$ cat config.mk
export PLATFORM = sky130hd
export DESIGN_NAME = turn_signal_hazard_flasher_core
export DESIGN_NICKNAME = d
export VERILOG_FILES = /design/src/rtl/core/tshf_pkg.sv /design/src/rtl/core/turn_signal_hazard_flasher_core.sv /design/src/rtl/core/tshf_mode_fsm.sv /design/src/rtl/core/tshf_flasher.sv /design/src/rtl/core/tshf_out_reg.sv
export SDC_FILE = /design/constraint.sdc
export NUM_CORES = 1
export LEC_CHECK = 0
export BUFFER_PORTS_ARGS = -buffer_cell sky130_fd_sc_hd__buf_4
export CELL_PAD_IN_SITES_DETAIL_PLACEMENT = 0
export CELL_PAD_IN_SITES_GLOBAL_PLACEMENT = 2
export CORE_MARGIN = 1
export CORE_UTILIZATION = 30
export CTS_BUF_LIST = sky130_fd_sc_hd__clkbuf_2
export DETAILED_ROUTE_END_ITERATION = 7
export PLACE_DENSITY_LB_ADDON = 0.1
export SYNTH_ARGS = -nofsm -noshare
export SYNTH_HDL_FRONTEND = slang
export SYNTH_SLANG_ARGS = --single-unit
$ cat constraint.sdc
create_clock -name clk -period 9.9 [get_ports clk]
set_input_delay 0.99 -clock clk [delete_from_list [all_inputs] [get_ports clk]]
set_output_delay 0.99 -clock clk [all_outputs]
set_load 0.03 [all_outputs]
$ cat src/rtl/core/tshf_pkg.sv
`timescale 1ns / 1ps
// ----------------------------------------------------------------------------
// Turn signal and hazard flasher package
// Mode codes, constants and the structs passed between the core's modules.
// ----------------------------------------------------------------------------
package tshf_pkg;

  localparam int HALF_PERIOD_W = 16;
  localparam logic [HALF_PERIOD_W-1:0] HALF_PERIOD_RESET = 16'd333;

  localparam int IN_TDATA_W  = 8;
  localparam int OUT_TDATA_W = 8;

  typedef enum logic [2:0] {
    MODE_OFF    = 3'd0,
    MODE_ON     = 3'd1,
    MODE_HAZARD = 3'd2,
    MODE_LEFT   = 3'd3,
    MODE_RIGHT  = 3'd4
  } mode_t;

  typedef enum logic [1:0] {
    TURN_NONE  = 2'd0,
    TURN_LEFT  = 2'd1,
    TURN_RIGHT = 2'd2,
    TURN_BOTH  = 2'd3
  } turn_t;

  // What the mode machine tells the flasher for the current tick.
  typedef struct packed {
    logic  entry;
    mode_t mode;
  } tshf_cmd_t;

  typedef struct packed {
    logic left;
    logic right;
  } tshf_lamps_t;

  typedef struct packed {
    mode_t       mode;
    tshf_lamps_t lamps;
  } tshf_result_t;

endpackage

$ cat src/rtl/core/turn_signal_hazard_flasher_core.sv
`timescale 1ns / 1ps
// ----------------------------------------------------------------------------
// Turn signal and hazard flasher core
// Drives the left and right indicator lamps from timer tick requests.
// ----------------------------------------------------------------------------
// Each request on the in_ stream is one timer tick with the ignition, hazard
// switch and turn stalk inputs. Every tick produces exactly one result on the
// out_ stream with both lamp drives and the mode after that tick.
// The mode machine and flasher state update at the accepting edge; the result
// shows on out_tvalid in the next cycle. While the receiver takes each result,
// one tick is accepted every cycle, so the block sustains one request per clock,
// limited only by the single output register. When the receiver stalls, the
// held result stays on out_tdata and in_tready drops until it is taken; a new
// request can enter in the cycle the held result leaves.
// The cfg_ port writes half_period (ticks between lamp toggles); it is always
// ready and should be written only while no tick is in flight.
// Synchronous reset clears the output register, sets the off mode with its
// entry action pending, turns both lamps off and loads half_period with 333.
// ----------------------------------------------------------------------------
module turn_signal_hazard_flasher_core #(
  parameter int COUNTER_BITS = 16
) (
  input  logic                                clk,
  input  logic                                rst_n,
  input  logic                                in_tvalid,
  output logic                                in_tready,
  // [0] ignition, [1] hazard_switch, [3:2] turn_request, [7:4] zero
  input  logic [tshf_pkg::IN_TDATA_W-1:0]     in_tdata,
  output logic                                out_tvalid,
  input  logic                                out_tready,
  // [0] left_lamp, [1] right_lamp, [4:2] mode, [7:5] zero
  output logic [tshf_pkg::OUT_TDATA_W-1:0]    out_tdata,
  input  logic                                cfg_valid,
  output logic                                cfg_ready,
  input  logic [tshf_pkg::HALF_PERIOD_W-1:0]  cfg_data
);
  import tshf_pkg::*;

  logic [HALF_PERIOD_W-1:0] half_period_r;
  logic                     step;
  tshf_cmd_t                cmd;
  mode_t                    mode_nxt;
  tshf_lamps_t              lamps_nxt;
  tshf_result_t             result;
  tshf_result_t             out_result;

  assign cfg_ready = 1'b1;

  always_ff @(posedge clk) begin
    if (!rst_n) begin
      half_period_r <= HALF_PERIOD_RESET;
    end else if (cfg_valid) begin
      half_period_r <= cfg_data;
    end
  end

  assign step = in_tvalid && in_tready;

  tshf_mode_fsm u_mode_fsm (
    .clk           (clk),
    .rst_n         (rst_n),
    .step          (step),
    .ignition      (in_tdata[0]),
    .hazard_switch (in_tdata[1]),
    .turn_request  (in_tdata[3:2]),
    .cmd           (cmd),
    .mode_nxt      (mode_nxt)
  );

  tshf_flasher #(
    .COUNTER_BITS (COUNTER_BITS)
  ) u_flasher (
    .clk         (clk),
    .rst_n       (rst_n),
    .step        (step),
    .cmd         (cmd),
    .half_period (half_period_r),
    .lamps_nxt   (lamps_nxt)
  );

  assign result.mode  = mode_nxt;
  assign result.lamps = lamps_nxt;

  tshf_out_reg u_out_reg (
    .clk        (clk),
    .rst_n      (rst_n),
    .in_valid   (in_tvalid),
    .in_ready   (in_tready),
    .result     (result),
    .out_valid  (out_tvalid),
    .out_ready  (out_tready),
    .out_result (out_result)
  );

  assign out_tdata = {3'b000, out_result.mode, out_result.lamps.right,
                      out_result.lamps.left};

endmodule

$ cat src/rtl/core/tshf_mode_fsm.sv
`timescale 1ns / 1ps
// ----------------------------------------------------------------------------
// Flasher mode state machine
// Holds the mode and the entry flag; at most one transition per tick.
// ----------------------------------------------------------------------------
module tshf_mode_fsm (
  input  logic               clk,
  input  logic               rst_n,
  input  logic               step,
  input  logic               ignition,
  input  logic               hazard_switch,
  input  logic [1:0]         turn_request,
  output tshf_pkg::tshf_cmd_t cmd,
  output tshf_pkg::mode_t    mode_nxt
);
  import tshf_pkg::*;

  mode_t mode_r;
  logic  entry_r;
  logic  entry_nxt;
  mode_t mode_cur;
  mode_t mode_trans;
  turn_t turn;

  assign turn = turn_t'(turn_request);

  // Codes outside the five modes are treated as the off mode.
  always_comb begin
    case (mode_r)
      MODE_OFF, MODE_ON, MODE_HAZARD, MODE_LEFT, MODE_RIGHT: mode_cur = mode_r;
      default: mode_cur = MODE_OFF;
    endcase
  end

  assign cmd.entry = entry_r;
  assign cmd.mode  = mode_cur;

  always_comb begin
    mode_trans = mode_cur;
    case (mode_cur)
      MODE_ON: begin
        if (hazard_switch) mode_trans = MODE_HAZARD;
        else if (!ignition) mode_trans = MODE_OFF;
        else if (turn == TURN_LEFT) mode_trans = MODE_LEFT;
        else if (turn == TURN_RIGHT) mode_trans = MODE_RIGHT;
      end
      MODE_HAZARD: begin
        if (!hazard_switch) mode_trans = MODE_OFF;
      end
      MODE_LEFT: begin
        if (hazard_switch) mode_trans = MODE_HAZARD;
        else if (!ignition) mode_trans = MODE_OFF;
        else if (turn == TURN_RIGHT) mode_trans = MODE_RIGHT;
        else if (turn == TURN_NONE) mode_trans = MODE_OFF;
      end
      MODE_RIGHT: begin
        if (hazard_switch) mode_trans = MODE_HAZARD;
        else if (!ignition) mode_trans = MODE_OFF;
        else if (turn == TURN_LEFT) mode_trans = MODE_LEFT;
        else if (turn == TURN_NONE) mode_trans = MODE_OFF;
      end
      default: begin
        if (hazard_switch) mode_trans = MODE_HAZARD;
        else if (ignition) mode_trans = MODE_ON;
        else mode_trans = MODE_OFF;
      end
    endcase
  end

  always_comb begin
    mode_nxt  = mode_cur;
    entry_nxt = entry_r;
    if (entry_r) begin
      entry_nxt = 1'b0;
    end else if (mode_trans != mode_cur) begin
      mode_nxt  = mode_trans;
      entry_nxt = 1'b1;
    end
  end

  always_ff @(posedge clk) begin
    if (!rst_n) begin
      mode_r  <= MODE_OFF;
      entry_r <= 1'b1;
    end else if (step) begin
      mode_r  <= mode_nxt;
      entry_r <= entry_nxt;
    end
  end

endmodule

$ cat src/rtl/core/tshf_flasher.sv
`timescale 1ns / 1ps
// ----------------------------------------------------------------------------
// Lamp flasher
// Lamp state, running flags and the shared half-period tick counter.
// ----------------------------------------------------------------------------
module tshf_flasher #(
  parameter int COUNTER_BITS = 16
) (
  input  logic                                 clk,
  input  logic                                 rst_n,
  input  logic                                 step,
  input  tshf_pkg::tshf_cmd_t                  cmd,
  input  logic [tshf_pkg::HALF_PERIOD_W-1:0]   half_period,
  output tshf_pkg::tshf_lamps_t                lamps_nxt
);
  import tshf_pkg::*;

  localparam int CMP_W = (COUNTER_BITS + 1 > HALF_PERIOD_W) ? COUNTER_BITS + 1 : HALF_PERIOD_W;

  tshf_lamps_t             lit_r;
  tshf_lamps_t             flash_r;
  tshf_lamps_t             flash_nxt;
  logic [COUNTER_BITS-1:0] cnt_r;
  logic [COUNTER_BITS-1:0] cnt_nxt;
  logic [COUNTER_BITS:0]   cnt_inc;
  logic [CMP_W-1:0]        inc_ext;
  logic [CMP_W-1:0]        half_ext;
  logic                    period_done;

  assign cnt_inc  = {1'b0, cnt_r} + 1'b1;
  assign inc_ext  = CMP_W'(cnt_inc);
  assign half_ext = CMP_W'(half_period);
  // A counter wrap also ends the period when half_period is out of its reach.
  assign period_done = cnt_inc[COUNTER_BITS] || (inc_ext >= half_ext);

  always_comb begin
    lamps_nxt = lit_r;
    flash_nxt = flash_r;
    cnt_nxt   = cnt_r;
    if (cmd.entry) begin
      flash_nxt = '0;
      case (cmd.mode)
        MODE_HAZARD: begin
          lamps_nxt = '{left: 1'b1, right: 1'b1};
          flash_nxt = '{left: 1'b1, right: 1'b1};
          cnt_nxt   = '0;
        end
        MODE_LEFT: begin
          lamps_nxt.right = 1'b0;
          lamps_nxt.left  = ~lit_r.left;
          flash_nxt.left  = 1'b1;
          cnt_nxt         = '0;
        end
        MODE_RIGHT: begin
          lamps_nxt.left  = 1'b0;
          lamps_nxt.right = ~lit_r.right;
          flash_nxt.right = 1'b1;
          cnt_nxt         = '0;
        end
        default: begin
          lamps_nxt = '0;
        end
      endcase
    end else if (flash_r.left || flash_r.right) begin
      if (period_done) begin
        cnt_nxt         = '0;
        lamps_nxt.left  = lit_r.left ^ flash_r.left;
        lamps_nxt.right = lit_r.right ^ flash_r.right;
      end else begin
        cnt_nxt = cnt_inc[COUNTER_BITS-1:0];
      end
    end
  end

  always_ff @(posedge clk) begin
    if (!rst_n) begin
      lit_r   <= '0;
      flash_r <= '0;
      cnt_r   <= '0;
    end else if (step) begin
      lit_r   <= lamps_nxt;
      flash_r <= flash_nxt;
      cnt_r   <= cnt_nxt;
    end
  end

endmodule

$ cat src/rtl/core/tshf_out_reg.sv
`timescale 1ns / 1ps
// ----------------------------------------------------------------------------
// Result output register
// Holds one result for the output channel and opens the input when free.
// ----------------------------------------------------------------------------
module tshf_out_reg (
  input  logic                   clk,
  input  logic                   rst_n,
  input  logic                   in_valid,
  output logic                   in_ready,
  input  tshf_pkg::tshf_result_t result,
  output logic                   out_valid,
  input  logic                   out_ready,
  output tshf_pkg::tshf_result_t out_result
);
  import tshf_pkg::*;

  logic         valid_r;
  tshf_result_t result_r;

  // A new request may enter while the held result leaves in the same cycle.
  assign in_ready   = !valid_r || out_ready;
  assign out_valid  = valid_r;
  assign out_result = result_r;

  always_ff @(posedge clk) begin
    if (!rst_n) begin
      valid_r <= 1'b0;
    end else if (in_ready) begin
      valid_r <= in_valid;
    end
  end

  always_ff @(posedge clk) begin
    if (in_valid && in_ready) begin
      result_r <= result;
    end
  end

endmodule

# --- Yosys cells after proc, flatten, opt, wreduce, memory -nomap -nowiden ---
# Cells that the tools add are included.
op_classes:
  order_cmp: 1
  reduce_logical: 14
  n_eq_ne: 12
  n_mux: 30
  add_sub_neg: 1
  n_bitwise: 4
ops:
  columns: ["cell", "count"]
  rows:
  - ["two-way mux 16 bit", 4]
  - ["two-way mux 3 bit", 16]
  - ["adder 16 x 1 -> 17 bit (second input constant)", 1]
  - [">= comparator 17 x 16 -> 1 bit", 1]
  - ["equality test 3 x 2 -> 1 bit (second input constant)", 4]
  - ["one-hot mux 3 bit (4 select lines)", 1]
  - ["equality test 3 x 1 -> 1 bit (second input constant)", 2]
  - ["equality test 3 bit (second input constant)", 2]
  - ["two-way mux 2 bit", 3]
  - ["one-hot mux 2 bit (3 select lines)", 1]
  - ["two-way mux 1 bit", 5]
  - ["OR reduction 5 bit", 1]
  - ["OR reduction 2 bit", 2]
  - ["logical NOT 3 bit", 1]
  - ["logical OR 1 bit", 3]
  - ["inequality test 3 bit", 1]
  - ["AND reduction 3 bit", 1]
  - ["OR reduction 3 bit", 1]
  - ["equality test 2 x 1 -> 1 bit (second input constant)", 1]
  - ["equality test 2 bit (second input constant)", 1]
  - ["logical NOT 2 bit", 1]
  - ["inequality test 2 bit (second input constant)", 1]
  - ["NOT 1 bit", 2]
  - ["AND reduction 2 bit", 1]
  - ["other kinds (4)", 5]
totals:
  register_bits: 46
  input_bits: 29
  out_inout_bits: 11
  word_cells: 74

# --- Logic depth before layout (Yosys ltp) ---
logic_depth:
  word_depth: 11
  mapped_depth: 15
  depth_no_buf: 13

# --- Hierarchy ---
# A second synthesis with hierarchy kept.
hier_totals:
  cells_unflattened: 349
  hier_area_um2: 3019.1
modules_own_cells:
  columns: ["mod", "area_per_inst_um2", "n_inst", "cells_each", "seq_area_each_um2"]
  rows:
  - ["tshf_flasher", 1701.6, 1, 222, 400.4]
  - ["turn_signal_hazard_flasher_core", 646.9, 1, 58, 320.3]
  - ["tshf_mode_fsm", 462.9, 1, 59, 80.1]
  - ["tshf_out_reg", 207.7, 1, 10, 170.2]

# --- Worst setup path before layout ---
# No wires, ideal clock.
synth_timing:
  path_type: "register to register"
  from: "register u_flasher.cnt_r[2]"
  to: "register u_flasher.cnt_r[14]"
  stages_incl_launch_ff: 16
  setup_ns: 0.071
  period_less_slack_ns: 3.099
  path_buffers: 2
  setup_slack_ns: 6.801
  required_time_ns: 9.829
  arrival_ns: 3.028
  path_cell_list: "dfxtp_1 > and3_4 > and3_1 > buf_2 > nand3_1 > nor3_1 > xnor2_1 > ha_1 > nand2_1 > nor3_1 > a41oi_1 > o41ai_4 > nor3_2 > buf_6 > nand3_1 > a21oi_1"
synth_via:
  elab_chain_len: 6
synth_rtl:
  columns: ["item", "line", "rtl"]
  rows:
  - ["from (decl)", "tshf_flasher.sv:23", "logic [COUNTER_BITS-1:0] cnt_r;"]
  - ["from (signal assigned)", "tshf_flasher.sv:83", "cnt_r <= cnt_nxt;"]
  - ["adder 16 x 1 -> 17 bit *", "tshf_flasher.sv:30", "assign cnt_inc = {1'b0, cnt_r} + 1'b1;"]
  - [">= comparator 17 x 16 -> 1 bit", "tshf_flasher.sv:34", "assign period_done = cnt_inc[COUNTER_BITS] || (inc_ext >= half_ext);"]
  - ["logical OR 1 bit", "tshf_flasher.sv:34", null]
  - ["two-way mux 16 bit *", "tshf_flasher.sv:65", "if (period_done) begin"]
  - ["two-way mux 16 bit *", "tshf_flasher.sv:64", "end else if (flash_r.left || flash_r.right) begin"]
  - ["two-way mux 16 bit *", "tshf_flasher.sv:40", "if (cmd.entry) begin"]
# Every way passes the cells marked *; elsewhere a longest branch is shown, timed or not. The select of a mux whose other input is x is not followed.
# A chain may end at the register's enable or synchronous reset.

# --- Worst setup path after layout ---
layout_timing:
  from: "register u_flasher.cnt_r[2]"
  to: "register u_flasher.cnt_r[1]"
layout_via:
  elab_chain_len: 6
layout_rtl:
  columns: ["item", "line"]
  rows:
  - ["adder 16 x 1 -> 17 bit *", "tshf_flasher.sv:30"]
  - [">= comparator 17 x 16 -> 1 bit", "tshf_flasher.sv:34"]
  - ["logical OR 1 bit *", "tshf_flasher.sv:34"]
  - ["two-way mux 16 bit *", "tshf_flasher.sv:65"]
  - ["two-way mux 16 bit *", "tshf_flasher.sv:64"]
  - ["two-way mux 16 bit *", "tshf_flasher.sv:40"]
# Marked as above.

==> flow_summary_export.csv <==
group,metric,value,unit
status,outcome,"finished clean",
setup_path,slowest_delay,930,ps
synthesis,synthTopCellsByArea,"dfxtp_1, ha_1, edfxtp_1",
clocking,clk_latency,420,ps
layout,num_antenna_cells,0,
die,num_io_pins,40,
grt,grt_pass1_wl,11120,um
synthesis,ys_ff_latch,46,
die,rows,34,
layout,fillers,975,
timing,slew_viol_final,0,
layout,fin_cells,462,
timing,finalCritPeriodShare,40.32,%
run,maxCapViolations,0,
synthesis,postSynthCellCount,331,
route,drt_iter0_markers,48,
setup_path,criticalPathCategory,"flip-flop to flip-flop",
worst_hold_path,min_delay_path_depth,2,
layout,nNetsFinal,399,
synthesis,dominantRegCellSynth,"dfxtp_1",
timing,fin_crit,3992,ps
synthesis,avgSynthCellArea,8.263,um^2
route,vias_per_cell,4.877,
timing,rsz0062_at_grt,"no",
pwr,pwr_density_cell,121.2,nW/um^2
synthesis,yosysMostFrequentCell,"dfxtp_1",
worst_hold_path,hold_end,"u_flasher.cnt_r[15]",
setup_path,cp.required,10240,ps
placed_design,placed_cells,454,
route,wl,6561,um
setup_path,worstSetupStartpointType,"flip-flop",
die,fp.dieW,97.49,um
timing,setup_viol,0,
layout,regArea,970.9,um^2
setup_path,rr_endpoint,"u_flasher.cnt_r[1]",
die,start_util,31.21,%
route,antenna_left,0,
synthesis,seq_area_frac_synth,35.50,%
setup_path,crit_slowest_cell,"nor3_2",
timing,hold_violations,0,
setup_path,cp-end-kind,"flip-flop",
placed_design,io_buffer_count,31,
clocking,cts_buffers,5,
setup_path,crit_arrival,4330,ps
worst_hold_path,min_from,"u_flasher.cnt_r[15]",
synthesis,synthArstFlopShare,0,%
pwr,leakagePower,1.302,nW
route,drtPass1Iterations,4,
setup_path,rr_startpoint,"u_flasher.cnt_r[2]",
route,drc_errors,0,
die,dieHeight,97.49,um
grt,overflow,0,
grt,track_usage,14.66,%
synthesis,synth_xor_area_share,5.124,%
timing,finalSetupTns,0,ps
worst_hold_path,min_path_type,"flip-flop to flip-flop",
clocking,ctsHoldBuffers,0,
synthesis,ys_types,53,
synthesis,synth.area.mux_share,5.124,%
setup_path,r2r_cells,13,
clocking,cts_setup_buffers,0,
route,avgRoutedWirePerCell,14.20,um
synthesis,synthSimpleGateAreaFrac,23.65,%
synthesis,yosys.area.top_type,"dfxtp_1",
grt,grt_max_degree,32,
grt,antenna_found_initial,0,
clocking,h-tree-depth,2,
clocking,cts_root_buf,"clkbuf_2",
timing,relSlewSlack,24.01,%
pwr,ir_worst_vdd,0.00005007,V
route,routed-via-count,2253,
synthesis,synth_top_family_by_area,"simple AND/OR/NAND/NOR gates",
timing,tightest_slew,1134,ps
timing,fmax,250.5,MHz
setup_path,crit_family,"simple AND/OR/NAND/NOR gates",
clocking,cts.path.max_buffers,2,
setup_path,cp_cell_sequence,"and3_4 > and3_1 > nand3_1 > nor3_1 > xnor2_1 > ha_1 > nand2_1 > nor3_1 > a41oi_1 > o41ai_4 > nor3_2 > nand3_1 > a21oi_1",
clocking,cts-resized-gates,0,
timing,clock_skew,29.15,ps
grt,grt_pass1_vias,2290,
setup_path,cp_num_buf_inv,0,
layout,final_layout_size_suffix_gt1_share,15.54,%
placed_design,dpl.hpwl,4754,um
placed_design,gp_congestion,0.7873,
synthesis,yosysWarningCount,0,
clocking,clock_sinks,46,
layout,multiInputGateArea,1574,um^2
layout,syn2layout_area_growth,11.94,%
synthesis,syn_area,2735,um^2
clocking,clk_pin_slew,230,ps
synthesis,yosys-top-cells-count,"dfxtp_1, nand2_1, nor2_1",
synthesis,synth.top_cell.area_share,30.01,%
die,core-area,8763,um^2
die,die_area,9503,um^2
setup_path,rrSetupSlack,5910,ps
synthesis,synth_fa_ha_area_share,7.777,%
setup_path,critPathMaxFanout,17,
synthesis,synth_enable_flop_cells,5,
clocking,tritoncts,"done",
synthesis,synth_compound_area_share,15.32,%
## cell type report
type                       count  share of cell area (%)
sequential                    46                   31.71
multi-input combinational    242                   51.41
timing repair buffer          33                   8.092
inverter                      25                   3.065
clock buffer                   8                   1.308
tap                          108                   4.414
## logic make-up after synthesis
family / count (synthesis)
xor gates and xnor gates: 16
adders and majority gates: 17
AOI/OAI and AO/OA: 61
buffers and inverters: 45
DFF: 46
other: 2
muxes: 14
and+or+nand+nor: 130
## per-stage QoR
step	worst slack (ps)	area [um^2]	hold WS [ps]	utilization, %	power [W]
after floorplan	6801	2743	431.9	-	0.0002698
after global placement	5852	3022	441.6	34.48	0.0002956
after detailed placement	5882	3022	444.8	34.48	0.0002954
after CTS	5826	3062	470.9	34.94	0.0003804
after global routing	5372	3062	502.1	34.94	0.0003961
final	5908	3062	469.6	34.94	0.0003712
## how the worst max path moves through the flow
stage,startpoint,endpoint,slack [ps],cells after the start
2_1_floorplan,u_flasher.cnt_r[2],u_flasher.cnt_r[14],6800,15
3_3_place_gp,u_flasher.cnt_r[2],u_flasher.cnt_r[14],5850,13
3_5_place_dp,u_flasher.cnt_r[2],u_flasher.cnt_r[1],5880,13
4_1_cts,u_flasher.cnt_r[2],u_flasher.cnt_r[1],5830,13
5_1_grt,u_flasher.cnt_r[2],u_flasher.cnt_r[7],5370,13
6_report,u_flasher.cnt_r[2],u_flasher.cnt_r[1],5910,13
## worst min-delay path, delay by kind of cell, from the launching register on
kind | cells | cell delay, ps
simple gates | 1 | 50
flops | 1 | 360
compound gates | 1 | 50
## per-layer routing
metal | track usage [%] | part of all wire, % | up-vias
met2 | 26.47 | 50 | 20
met4 | 4.525 | 1.2 | 0
met5 | 0 | 0 | -
met3 | 2.374 | 1.8 | 7
met1 | 17.64 | 47 | 1045
li1 | - | - | 1181
## power by group
part / switching (W) / internal [W]
registers: 0.0000102 / 0.000200
logic: 0.0000492 / 0.0000303
clock network: 0.0000606 / 0.0000208
total: 0.000120 / 0.000251
## state kept, by name (all words and copies together) (netlist names)
name,count
half_period_r,16
u_flasher.cnt_r,16
u_flasher.flash_r,2
u_flasher.lit_r,2
u_mode_fsm.entry_r,1
u_mode_fsm.mode_r,3
u_out_reg.out_result,5
u_out_reg.out_valid,1
## layout by cell type (no fill, tap or decap), drive strengths merged, types with 14 or more instances in the layout
cell   netlist  layout
dfxtp       41      41
nand2       36      36
nor2        33      33
buf         11      33
a21oi       24      24
inv         24      24
nand3       23      23
ha          17      17
mux2i       14      14
No activity file was read; power rests on OpenSTA's default activity.
